$ cat config.mk
export PLATFORM = sky130hd
export DESIGN_NAME = btm_front
export DESIGN_NICKNAME = d
export VERILOG_FILES = /design/src/design/btm_pkg.sv /design/src/design/btm_front.sv
export SDC_FILE = /design/constraint.sdc
export NUM_CORES = 1
export LEC_CHECK = 0
export ABC_AREA = 1
export BUFFER_PORTS_ARGS = -buffer_cell sky130_fd_sc_hd__buf_4
export CORE_ASPECT_RATIO = 1.5
export CORE_MARGIN = 10
export CORE_UTILIZATION = 40
export CTS_CLUSTER_SIZE = 28
export DETAILED_ROUTE_END_ITERATION = 10
export PLACE_DENSITY = 0.7
export SETUP_SLACK_MARGIN = 0.1
export SLEW_MARGIN = 20
export SYNTH_ARGS = -nofsm -noshare
export SYNTH_HDL_FRONTEND = slang
export SYNTH_SLANG_ARGS = --single-unit
$ cat constraint.sdc
create_clock -name i_clk -period 3.9 [get_ports i_clk]
set_clock_uncertainty 0.15 [all_clocks]
set_input_delay 0.39 -clock i_clk [delete_from_list [all_inputs] [get_ports i_clk]]
set_output_delay 0.39 -clock i_clk [all_outputs]
set_load 0.005 [all_outputs]
$ cat src/design/btm_pkg.sv
`default_nettype none
package btm_pkg;
    localparam int IDX_W       = 6;
    localparam int THETA_W     = 17;
    localparam logic [THETA_W-1:0] THETA_RESET = 17'd32768;
    localparam int T2_W        = 2 * THETA_W;
    localparam int FRAC_SHIFT  = 32;
    localparam int QUEUE_DEPTH = 2;

    typedef struct packed {
        logic keep;
        logic last;
    } t_item_ctl;
endpackage
`default_nettype wire

$ cat src/design/btm_front.sv
`default_nettype none
module btm_front #(
    parameter int MAX_COEFFS = 64,
    parameter int COEFF_BITS = 24
) (
    input  wire logic                  i_clk,
    input  wire logic                  i_rst_n,
    input  wire logic                  i_valid,
    output logic                       o_ready,
    input  wire logic [COEFF_BITS-1:0] i_coeff,
    input  wire logic                  i_last,
    output logic                       o_q_valid,
    input  wire logic                  i_q_ready,
    output logic [COEFF_BITS-1:0]      o_q_value,
    output logic [COEFF_BITS-1:0]      o_q_mag,
    output btm_pkg::t_item_ctl         o_q_ctl
);
    localparam int CW = $clog2(MAX_COEFFS + 1);
    localparam int QD = btm_pkg::QUEUE_DEPTH;
    localparam int PW = $clog2(QD);
    localparam int FW = $clog2(QD + 1);

    logic [COEFF_BITS-1:0] r_val [QD];
    logic [COEFF_BITS-1:0] r_mag [QD];
    btm_pkg::t_item_ctl    r_ctl [QD];
    logic [PW-1:0]         r_wp, r_rp;
    logic [FW-1:0]         r_used;
    logic [CW-1:0]         r_fill;
    logic                  w_push, w_pop;
    logic [COEFF_BITS-1:0] w_mag;

    assign o_ready   = (r_used != FW'(QD));
    assign o_q_valid = (r_used != '0);
    assign w_push    = i_valid && o_ready;
    assign w_pop     = o_q_valid && i_q_ready;
    assign w_mag     = i_coeff[COEFF_BITS-1] ? (~i_coeff + 1'b1) : i_coeff;
    assign o_q_value = r_val[r_rp];
    assign o_q_mag   = r_mag[r_rp];
    assign o_q_ctl   = r_ctl[r_rp];

    always_ff @(posedge i_clk) begin
        if (w_push) begin
            r_val[r_wp]      <= i_coeff;
            r_mag[r_wp]      <= w_mag;
            // items past a full batch are flagged for drop
            r_ctl[r_wp].keep <= (r_fill < CW'(MAX_COEFFS));
            r_ctl[r_wp].last <= i_last;
        end
    end

    always_ff @(posedge i_clk) begin
        if (!i_rst_n) begin
            r_wp   <= '0;
            r_rp   <= '0;
            r_used <= '0;
            r_fill <= '0;
        end else begin
            if (w_push) begin
                r_wp <= (r_wp == PW'(QD - 1)) ? '0 : r_wp + 1'b1;
                if (i_last) begin
                    r_fill <= '0;
                end else if (r_fill < CW'(MAX_COEFFS)) begin
                    r_fill <= r_fill + 1'b1;
                end
            end
            if (w_pop) begin
                r_rp <= (r_rp == PW'(QD - 1)) ? '0 : r_rp + 1'b1;
            end
            if (w_push && !w_pop) begin
                r_used <= r_used + 1'b1;
            end else if (w_pop && !w_push) begin
                r_used <= r_used - 1'b1;
            end
        end
    end
endmodule
`default_nettype wire

* Yosys cells after proc, flatten, opt, wreduce, memory -nomap -nowiden
Memories as Yosys holds them, arrays and structs flattened. A register that Yosys moved wholly into a read port is not among the register bits.
Cells that the tools add are included.
** Word-level totals
- Flip-flop bits (word level) :: 11
- Latch bits :: 0
- Bits in writable memories :: 100
- ROM bits :: 0
- Bits of input ports :: 29
- Output and inout bits :: 52
- Logic and storage cells :: 41
- Memories kept :: 3
** Memory list
- r_mag :: depth 2, width 24, read ports 1, clocked after memory_dff 1, wr ports 1, line btm_front.sv:24 : logic [COEFF_BITS-1:0] r_mag [QD];
- r_val :: depth 2, width 24, read ports 1, clocked after memory_dff 1, wr ports 1, line btm_front.sv:23 : logic [COEFF_BITS-1:0] r_val [QD];
- r_ctl :: depth 2, width 2, read ports 1, clocked after memory_dff 1, wr ports 1, line btm_front.sv:25 : btm_pkg::t_item_ctl r_ctl [QD];
** Operators by class
- $add $sub $neg :: 6
- Multiply operators :: 0
- Div/mod/pow operators :: 0
- $lt $le $gt $ge :: 1
- Eq/ne operators :: 1
- Shift operators :: 0
- Mux-type cells :: 15
- Bitwise operators :: 1
- Reduce and logical (&&, ||, !) cells :: 10
** Operator list (count)
- 24-bit by 1-bit adder with 24-bit output (second input constant) :: 1
- 24-bit 2-to-1 mux :: 1
- 24-bit NOT :: 1
- 7-bit 2-to-1 mux :: 2
- 1-bit 2-to-1 mux :: 10
- 7-bit by 1-bit adder with 7-bit output (second input constant) :: 1
- 7-bit < comparator (second input constant) :: 1
- 2-bit nonzero test :: 3
- 1-bit logical AND :: 4
- 2-bit 2-to-1 mux :: 2
- 1-bit adder (second input constant) :: 2
- 2-bit by 1-bit adder with 2-bit output (second input constant) :: 1
- 1-bit zero test :: 2
- 2-bit inequality test (second input constant) :: 1
- 2-bit AND reduction :: 1
- 2-bit by 1-bit subtractor with 2-bit output (second input constant) :: 1

* Logic depth before layout (Yosys ltp)
Gate-level depths: netlist (run 1).
- Depth in word-level cells :: 6
- Mapped depth :: 9
- Gate-level depth less buffers :: 9

* Least setup slack after synthesis (run 1)
No wires, ideal clock.
- Path type :: reg-to-reg
- Start point :: reg r_used[0]
- End point :: mem r_ctl[1][0] in the netlist's numbering, enable pin
- Library setup time :: 0.457 ns
- Arrival :: 2.645 ns
- Required time :: 3.293 ns
- Path slack :: 0.648 ns
- Stages on the path, launching flop included :: 5
- Buffers on the path :: 0
- Clock period less this slack :: 3.252 ns
- Cell sequence :: dfxtp_1 -> inv_2 -> nand2_1 -> nand2_2 -> nor2_1
** Between the ends
- Word-level cells in the longest chain between the ends :: 4
** RTL lines
- start: declaration :: line btm_front.sv:27 : logic [FW-1:0] r_used;
- start signal: assignment :: line btm_front.sv:70 : r_used <= r_used + 1'b1;
- start signal: assignment :: line btm_front.sv:72 : r_used <= r_used - 1'b1;
- 2-bit inequality test :: line btm_front.sv:32 : assign o_ready = (r_used != FW'(QD));
- net o_ready :: line btm_front.sv:9 : output logic o_ready,
- 1-bit logical AND :: line btm_front.sv:34 : assign w_push = i_valid && o_ready;
- 1-bit 2-to-1 mux :: line btm_front.sv:42 : if (w_push) begin
- 1-bit 2-to-1 mux (implied by the code) :: line btm_front.sv:47 : r_ctl[r_wp].last <= i_last;
- end: declaration :: line btm_front.sv:25
The timed path passes the listed nets, and every way through them passes these cells.

==> results.sh, run 1 <==
export IMPL_place_congestion=0.820
export IMPL_crit_arrival_ps=1730
export IMPL_highest_layer="met4"
export IMPL_r2r_slack_ps=1680
export IMPL_rr_startpoint="r_used[0]"
export IMPL_vdd_drop_max_mv=0.305
export IMPL_synthesis_area_um2=4760
export IMPL_synth_edf_count=98
export IMPL_syn_inst=361
export IMPL_route_met3_wl_um=523
export IMPL_start_util=0.410
export IMPL_wl_per_cell_um=16.1
export IMPL_clkPwrFrac=0.265
export IMPL_vias=2894
export IMPL_wl_met2_um=5250
export IMPL_synth_flop_cell="edfxtp_1"
export IMPL_min_period_over_period=0.581
export IMPL_slew_violations=0
export IMPL_yosys_warnings=0
export IMPL_dp_hpwl_um=7050
export IMPL_rr_worst_depth=5
export IMPL_n_antenna_cell=0
export IMPL_hp_class="in -> reg"
export IMPL_crit_type="reg -> out"
export IMPL_synth_seq_cells=110
export IMPL_dr_pass1_iters=4
export IMPL_switching_share=0.264
export IMPL_period_needed_ps=2270
export IMPL_core_um2=11600
export IMPL_synth_common_cells="edfxtp_1 (98), nand2_1 (54), mux2_2 (39)"
export IMPL_drt_wl_total_um=9630
export IMPL_path_clk_slew_ps=70
export IMPL_ys_seq_area_frac=0.669
export IMPL_grt_pass1_wl_um=15300
export IMPL_cts_buffers=9
export IMPL_tightest_slew_ps=767
export IMPL_grt_setup_unrepaired="false"
export IMPL_seqPwrFrac=0.483
export IMPL_ant_nets=0
export IMPL_clockBufferDepth=2
export IMPL_cp_start_kind="flip-flop"
export IMPL_htreeDepth=3
export IMPL_num_io_pins=81
export IMPL_remaining_drc_errors=0
export IMPL_antenna_found_initial=0
export IMPL_required_ps=3360
export IMPL_clockRootBuffer="clkbuf_16"
export IMPL_cts_hold_buf=0
export IMPL_syn_num_nets=393
export IMPL_synth_cell_types=27
export IMPL_die_y_um=154
export IMPL_synth_async_reset_ratio=0
export IMPL_hold_start="i_coeff[0]"
export IMPL_drive_above_1_share=0.344
export IMPL_cts_resized=0
export IMPL_powerDensity_nw_per_um2=573
export IMPL_dieWidth_um=109
export IMPL_portBuffers=80
export IMPL_power_switching_uw=880
export IMPL_grt_overflow_total=0
export IMPL_synthTopCellsByArea="edfxtp_1 (62%), mux2_2 (9.2%), dfxtp_1 (5.1%)"
export IMPL_comb_power_share=0.252
export IMPL_avgSynthCellArea_um2=13.2
export IMPL_setup_viol=0
export IMPL_maxSlewHeadroom=0.488
export IMPL_postCtsSetupRepairBufs=0
export IMPL_track_usage=0.118
export IMPL_setup_tns_ps=0
export IMPL_drt_met1_wl_um=3710
export IMPL_synth_most_common_cell="edfxtp_1"
export IMPL_max_cap_violations=0
export IMPL_final_nets=477
export IMPL_viasPerCell=4.82
export IMPL_min_path_cells=1
export IMPL_areaGrowthSynthToFinish_pct=22.2
export IMPL_num_rows=48
export IMPL_final_util=0.501
export IMPL_yosys_area_top_type="edfxtp_1"
export IMPL_dieArea_um2=16700
export IMPL_fmax_ghz=0.441
export IMPL_hold_violations=0
export IMPL_yosysTopAreaCellShare=0.619
export IMPL_critPathMaxFanout=49
export IMPL_cts_tree="yes"
export IMPL_drtIter0Drc=99
export IMPL_first_global_vias=2942
export IMPL_outcome="finished, final reports clean"
export IMPL_clock_sinks=110
export IMPL_p_leak_nw=2.17
export IMPL_r2r_end="r_ctl[1][1]"
export IMPL_grt_max_degree=50
export IMPL_hold_path_end="r_val[0][0]"
export IMPL_end_kind="output pin"
export IMPL_clk_insertion_delay_late_ps=340
export IMPL_p_int_mw=2.45
==> worst max path at each step <==
stage                          from  depth (start not counted)           end
after floorplan           r_used[0]                          4   r_ctl[1][0]
after global placement    flip-flop                          2    o_q_mag[6]
after detailed placement    i_valid                          4   r_ctl[1][1]
after CTS                 flip-flop                          2    o_q_mag[6]
after global routing      r_used[0]                          5  r_val[1][16]
final                     flip-flop                          2    o_q_mag[0]
==> flip-flops by register name, indices dropped and copies added, names as in the netlist, named ones only <==
name    flops
r_ctl       4
r_fill      7
r_mag      46
r_rp        1
r_used      2
r_val      48
r_wp        1
==> worst max-delay path, cell delays in order (launching register included) <==
cell and delay [ps]:
dfxtp_4 780, mux2_2 420, buf_4 140
==> layer usage <==
layer | up-vias | track usage
met5 | - | 0
li1 | 1434 | -
met3 | 10 | 0.0305
met1 | 1388 | 0.125
met2 | 62 | 0.209
met4 | 0 | 0.0517
==> cells in the final DEF, fill, tap and decap left out, drive strengths merged <==
master    count
o21ai        20
bufinv        1
nand3b        1
nor3          3
buf          82
edfxtp       98
nor2         34
nand2        62
clkinvlp      2
mux2         49
nand4         6
inv          28
xor2          7
clkbuf       10
nand3        13
a21oi         9
ha            3
dfxtp        12
xnor2         8
clkinv        2
==> layout make-up <==
| class | instances | area (um^2) |
|---|---|---|
| clock inverter | 6 | 61.3 |
| clock buffer | 10 | 229 |
| tap | 150 | 188 |
| multi-input combinational | 215 | 1430 |
| inverter | 27 | 101 |
| sequential | 110 | 3190 |
| fill | 1024 | 5780 |
| timing repair buffer | 82 | 616 |
==> power groups by stage <==
stage / Combinational [mW] / Sequential, mW / Clock (mW)
floorplan: 0.502 / 1.56 / 0
global placement: 0.856 / 1.63 / 0
detailed placement: 0.863 / 1.64 / 0
CTS: 0.868 / 1.61 / 0.903
global route: 0.929 / 1.63 / 0.947
finish: 0.839 / 1.61 / 0.883
==> kinds of logic (layout without fill, tap and decap cells) <==
logic type,after synthesis,in the layout,synth area share
xor+xnor,15,15,0.0276
compound gates,29,29,0.0360
flops,110,110,0.669
fa+ha+maj,3,3,0.00789
buf+inv,36,125,0.0331
simple gates,119,119,0.110
mux,49,49,0.116
==> per-stage QoR <==
stage                     std cells  worst slack (ps)  total power [mW]  hold slack [ps]  instance area (um^2)
after global routing            600              1500              3.51             93.9                  5810
after floorplan                 361               648              2.06              289                  4760
final                           600              1630              3.33             98.0                  5810
after CTS                       600              1600              3.38             88.3                  5810
after detailed placement        584              1630              2.50              323                  5520
after global placement          584              1620              2.48              303                  5520
(Power assumes the default switching activity.)
==> inputs of run 2 (changes only) <==
--- a/config.mk
+++ b/config.mk
@@ -5,14 +5,14 @@
 export SDC_FILE = /design/constraint.sdc
 export NUM_CORES = 1
 export LEC_CHECK = 0
-export ABC_AREA = 1
+export ABC_AREA = 0
 export BUFFER_PORTS_ARGS = -buffer_cell sky130_fd_sc_hd__buf_4
 export CORE_ASPECT_RATIO = 1.5
 export CORE_MARGIN = 10
 export CORE_UTILIZATION = 40
 export CTS_CLUSTER_SIZE = 28
 export DETAILED_ROUTE_END_ITERATION = 10
-export PLACE_DENSITY = 0.7
+export PLACE_DENSITY = 0.73
 export SETUP_SLACK_MARGIN = 0.1
 export SLEW_MARGIN = 20
 export SYNTH_ARGS = -nofsm -noshare
==> constraint.sdc (replaced) <==
create_clock -name i_clk -period 1.88 [get_ports i_clk]
set_clock_uncertainty 0.15 [all_clocks]
set_input_delay 0.188 -clock i_clk [delete_from_list [all_inputs] [get_ports i_clk]]
set_output_delay 0.188 -clock i_clk [all_outputs]
set_load 0.005 [all_outputs]
==> results.sh, run 2 <==
export IMPL_outcome="finished, final reports clean"
export IMPL_cp_top_family="buffers and inverters"
export IMPL_grt_setup_unrepaired="true"
export IMPL_n_antenna_cell=0
export IMPL_clockRootBuffer="clkbuf_16"
export IMPL_comb_power_share=0.375
export IMPL_r2r_end="r_used[1]"
export IMPL_dp_hpwl_um=6710
export IMPL_seqPwrFrac=0.396
export IMPL_p_int_mw=6.00
export IMPL_track_usage=0.124
export IMPL_cp_slowest_cell="dfxtp_4"
export IMPL_cts_tree="yes"
export IMPL_period_needed_ps=1790
export IMPL_clockBufferDepth=2
export IMPL_critPathMaxFanout=6
export IMPL_drive_above_1_share=0.438
export IMPL_synth_flop_cell="edfxtp_1"
export IMPL_synthAdderAreaFrac=0.00814
export IMPL_fmax_ghz=0.559
export IMPL_min_period_over_period=0.952
export IMPL_synth_most_common_cell="edfxtp_1"
export IMPL_synth_simple_area_share=0.0770
export IMPL_grt_pass1_wl_um=15600
export IMPL_synth_edf_count=98
export IMPL_fin_cells=577
export IMPL_maxSlewHeadroom=0.710
export IMPL_first_global_vias=3032
export IMPL_crit_type="reg -> out"
export IMPL_hp_class="in -> reg"
export IMPL_grt_overflow_total=0
export IMPL_dr_pass1_iters=4
export IMPL_synthTopCellsByArea="edfxtp_1 (64%), mux2_2 (12%), dfxtp_1 (5.2%)"
export IMPL_dieWidth_um=108
export IMPL_num_io_pins=81
export IMPL_rr_worst_depth=5
export IMPL_setup_viol=0
export IMPL_crit_chain="buf_12, clkbuf_16, mux2_4, buf_6"
export IMPL_syn_num_nets=325
export IMPL_viasPerCell=5.07
export IMPL_die_y_um=152
export IMPL_place_congestion=0.749
export IMPL_n_fill_cell=896
export IMPL_clock_sinks=110
export IMPL_switching_share=0.268
export IMPL_slew_violations=0
export IMPL_cts_buffers=9
export IMPL_crit_arrival_ps=1450
export IMPL_synth_top_family_by_area="multiplexers"
export IMPL_clk_insertion_delay_late_ps=340
export IMPL_core_um2=11400
export IMPL_placed_cells=526
export IMPL_htreeDepth=3
export IMPL_path_depth=4
export IMPL_muxShareOfSynthArea=0.120
export IMPL_max_cap_violations=0
export IMPL_top_regs="r_val x48, r_mag x46, r_fill x7"
export IMPL_avgSynthCellArea_um2=15.7
export IMPL_hold_start="i_coeff[0]"
export IMPL_rr_startpoint="r_used[1]"
export IMPL_areaGrowthSynthToFinish_pct=44.8
export IMPL_layout_commonest_cell="edfxtp_1"
export IMPL_grt_max_degree=28
export IMPL_multi_input_area_um2=1600
export IMPL_tightest_slew_ps=429
export IMPL_largest_register="r_val"
export IMPL_drtIter0Drc=156
export IMPL_p_leak_nw=2.49
export IMPL_ant_nets=0
export IMPL_antenna_found_initial=0
export IMPL_synthesis_area_um2=4610
export IMPL_yosys_area_top_type="edfxtp_1"
export IMPL_dieArea_um2=16300
export IMPL_portBuffers=80
export IMPL_synth_seq_cells=110
export IMPL_final_nets=454
export IMPL_synth_cell_types=41
export IMPL_start_util=0.404
export IMPL_r2r_slack_ps=140
export IMPL_seqCellArea_um2=3190
export IMPL_powerDensity_nw_per_um2=1230
export IMPL_power_switching_mw=2.19
export IMPL_hold_violations=0
export IMPL_clkPwrFrac=0.229
export IMPL_synth_xor_area_frac=0.0494
export IMPL_p_total_mw=8.19
export IMPL_syn_inst=293
export IMPL_num_rows=48
export IMPL_largest_reg_flops=48
export IMPL_remaining_drc_errors=0
export IMPL_synth_compound_area_frac=0.0415
export IMPL_vdd_drop_max_mv=0.849
export IMPL_required_ps=1540
export IMPL_drt_wl_total_um=11200
export IMPL_min_path_cells=2
export IMPL_path_clk_slew_ps=70
export IMPL_synth_common_cells="edfxtp_1 (98), mux2_2 (49), xnor2_1 (21)"
export IMPL_cp_start_kind="flip-flop"
export IMPL_wl_per_cell_um=19.4
export IMPL_ys_seq_area_frac=0.690
export IMPL_yosysTopAreaCellShare=0.638
export IMPL_timing_critical_path_buf_inv=3
export IMPL_cpPeakStageDelay_ps=370
export IMPL_hold_path_end="r_val[1][0]"
export IMPL_final_cell_mix="edfxtp_1 (98), mux2_4 (48), buf_6 (48)"
export IMPL_vias=2923
export IMPL_synth_async_reset_ratio=0
export IMPL_yosys_warnings=0
export IMPL_end_kind="output pin"
## run 2: power by group through the flow
| stage | registers [mW] | logic, mW | clock network, mW |
|---|---|---|---|
| after floorplan | 3.25 | 1.03 | 0 |
| after global placement | 3.26 | 2.02 | 0 |
| after detailed placement | 3.28 | 2.05 | 0 |
| after CTS | 3.24 | 2.17 | 1.91 |
| after global routing | 3.28 | 3.26 | 2.01 |
| final | 3.24 | 3.07 | 1.87 |
## run 2: area by class of cell
type,count,area share
Inverter,5,0.00281
Tap cell,150,0.0281
Timing Repair Buffer,127,0.207
Clock inverter,4,0.00543
Multi-Input combinational cell,169,0.239
Clock buffer,12,0.0401
Sequential cell,110,0.477
## run 2: per-stage QoR
step           worst slack, ps  area, um^2  setup TNS [ps]  hold slack, ps  utilization
2_1_floorplan            -72.0        4640           -3530             137            -
3_3_place_gp              -113        5530            -499             257        0.485
3_5_place_dp              -144        5530            -758             260        0.485
4_1_cts                   49.0        6100               0            7.97        0.535
5_1_grt                   56.2        6680               0            5.36        0.586
6_report                  89.9        6680               0            10.8        0.586
## run 2: cells by family after synthesis
| family | after synthesis |
|---|---|
| AO/OA/AOI/OAI | 31 |
| XOR/XNOR | 26 |
| adder cells (fa/ha/maj) | 3 |
| buffers and inverters | 14 |
| flip-flops | 110 |
| multiplexers | 49 |
| AND/OR/NAND/NOR | 60 |
## run 2: layer usage
layer	global-route usage	routed length, um	share of wire
met5	0	0	0
met4	0.0456	189	0.017
met3	0.0351	536	0.048
met2	0.233	6350	0.57
met1	0.126	4140	0.37
## run 2: how the worst max path moves through the flow
| stage | endpoint | slack, ps |
|---|---|---|
| 2_1_floorplan | r_ctl[0][0] | -70 |
| 3_3_place_gp | r_mag[0][18] | -110 |
| 3_5_place_dp | r_mag[0][18] | -140 |
| 4_1_cts | o_q_mag[22] | 50 |
| 5_1_grt | o_q_mag[6] | 60 |
| 6_report | o_q_value[2] | 90 |
## run 2: repair_timing
item,4_1_cts,5_1_grt
hold buffers,22,0
endpoints found under the hold margin,44,0
gates resized for setup,4,105
setup endpoints to repair,50,52
setup buffers,0,6
gates cloned,1,6
pin swaps,0,1
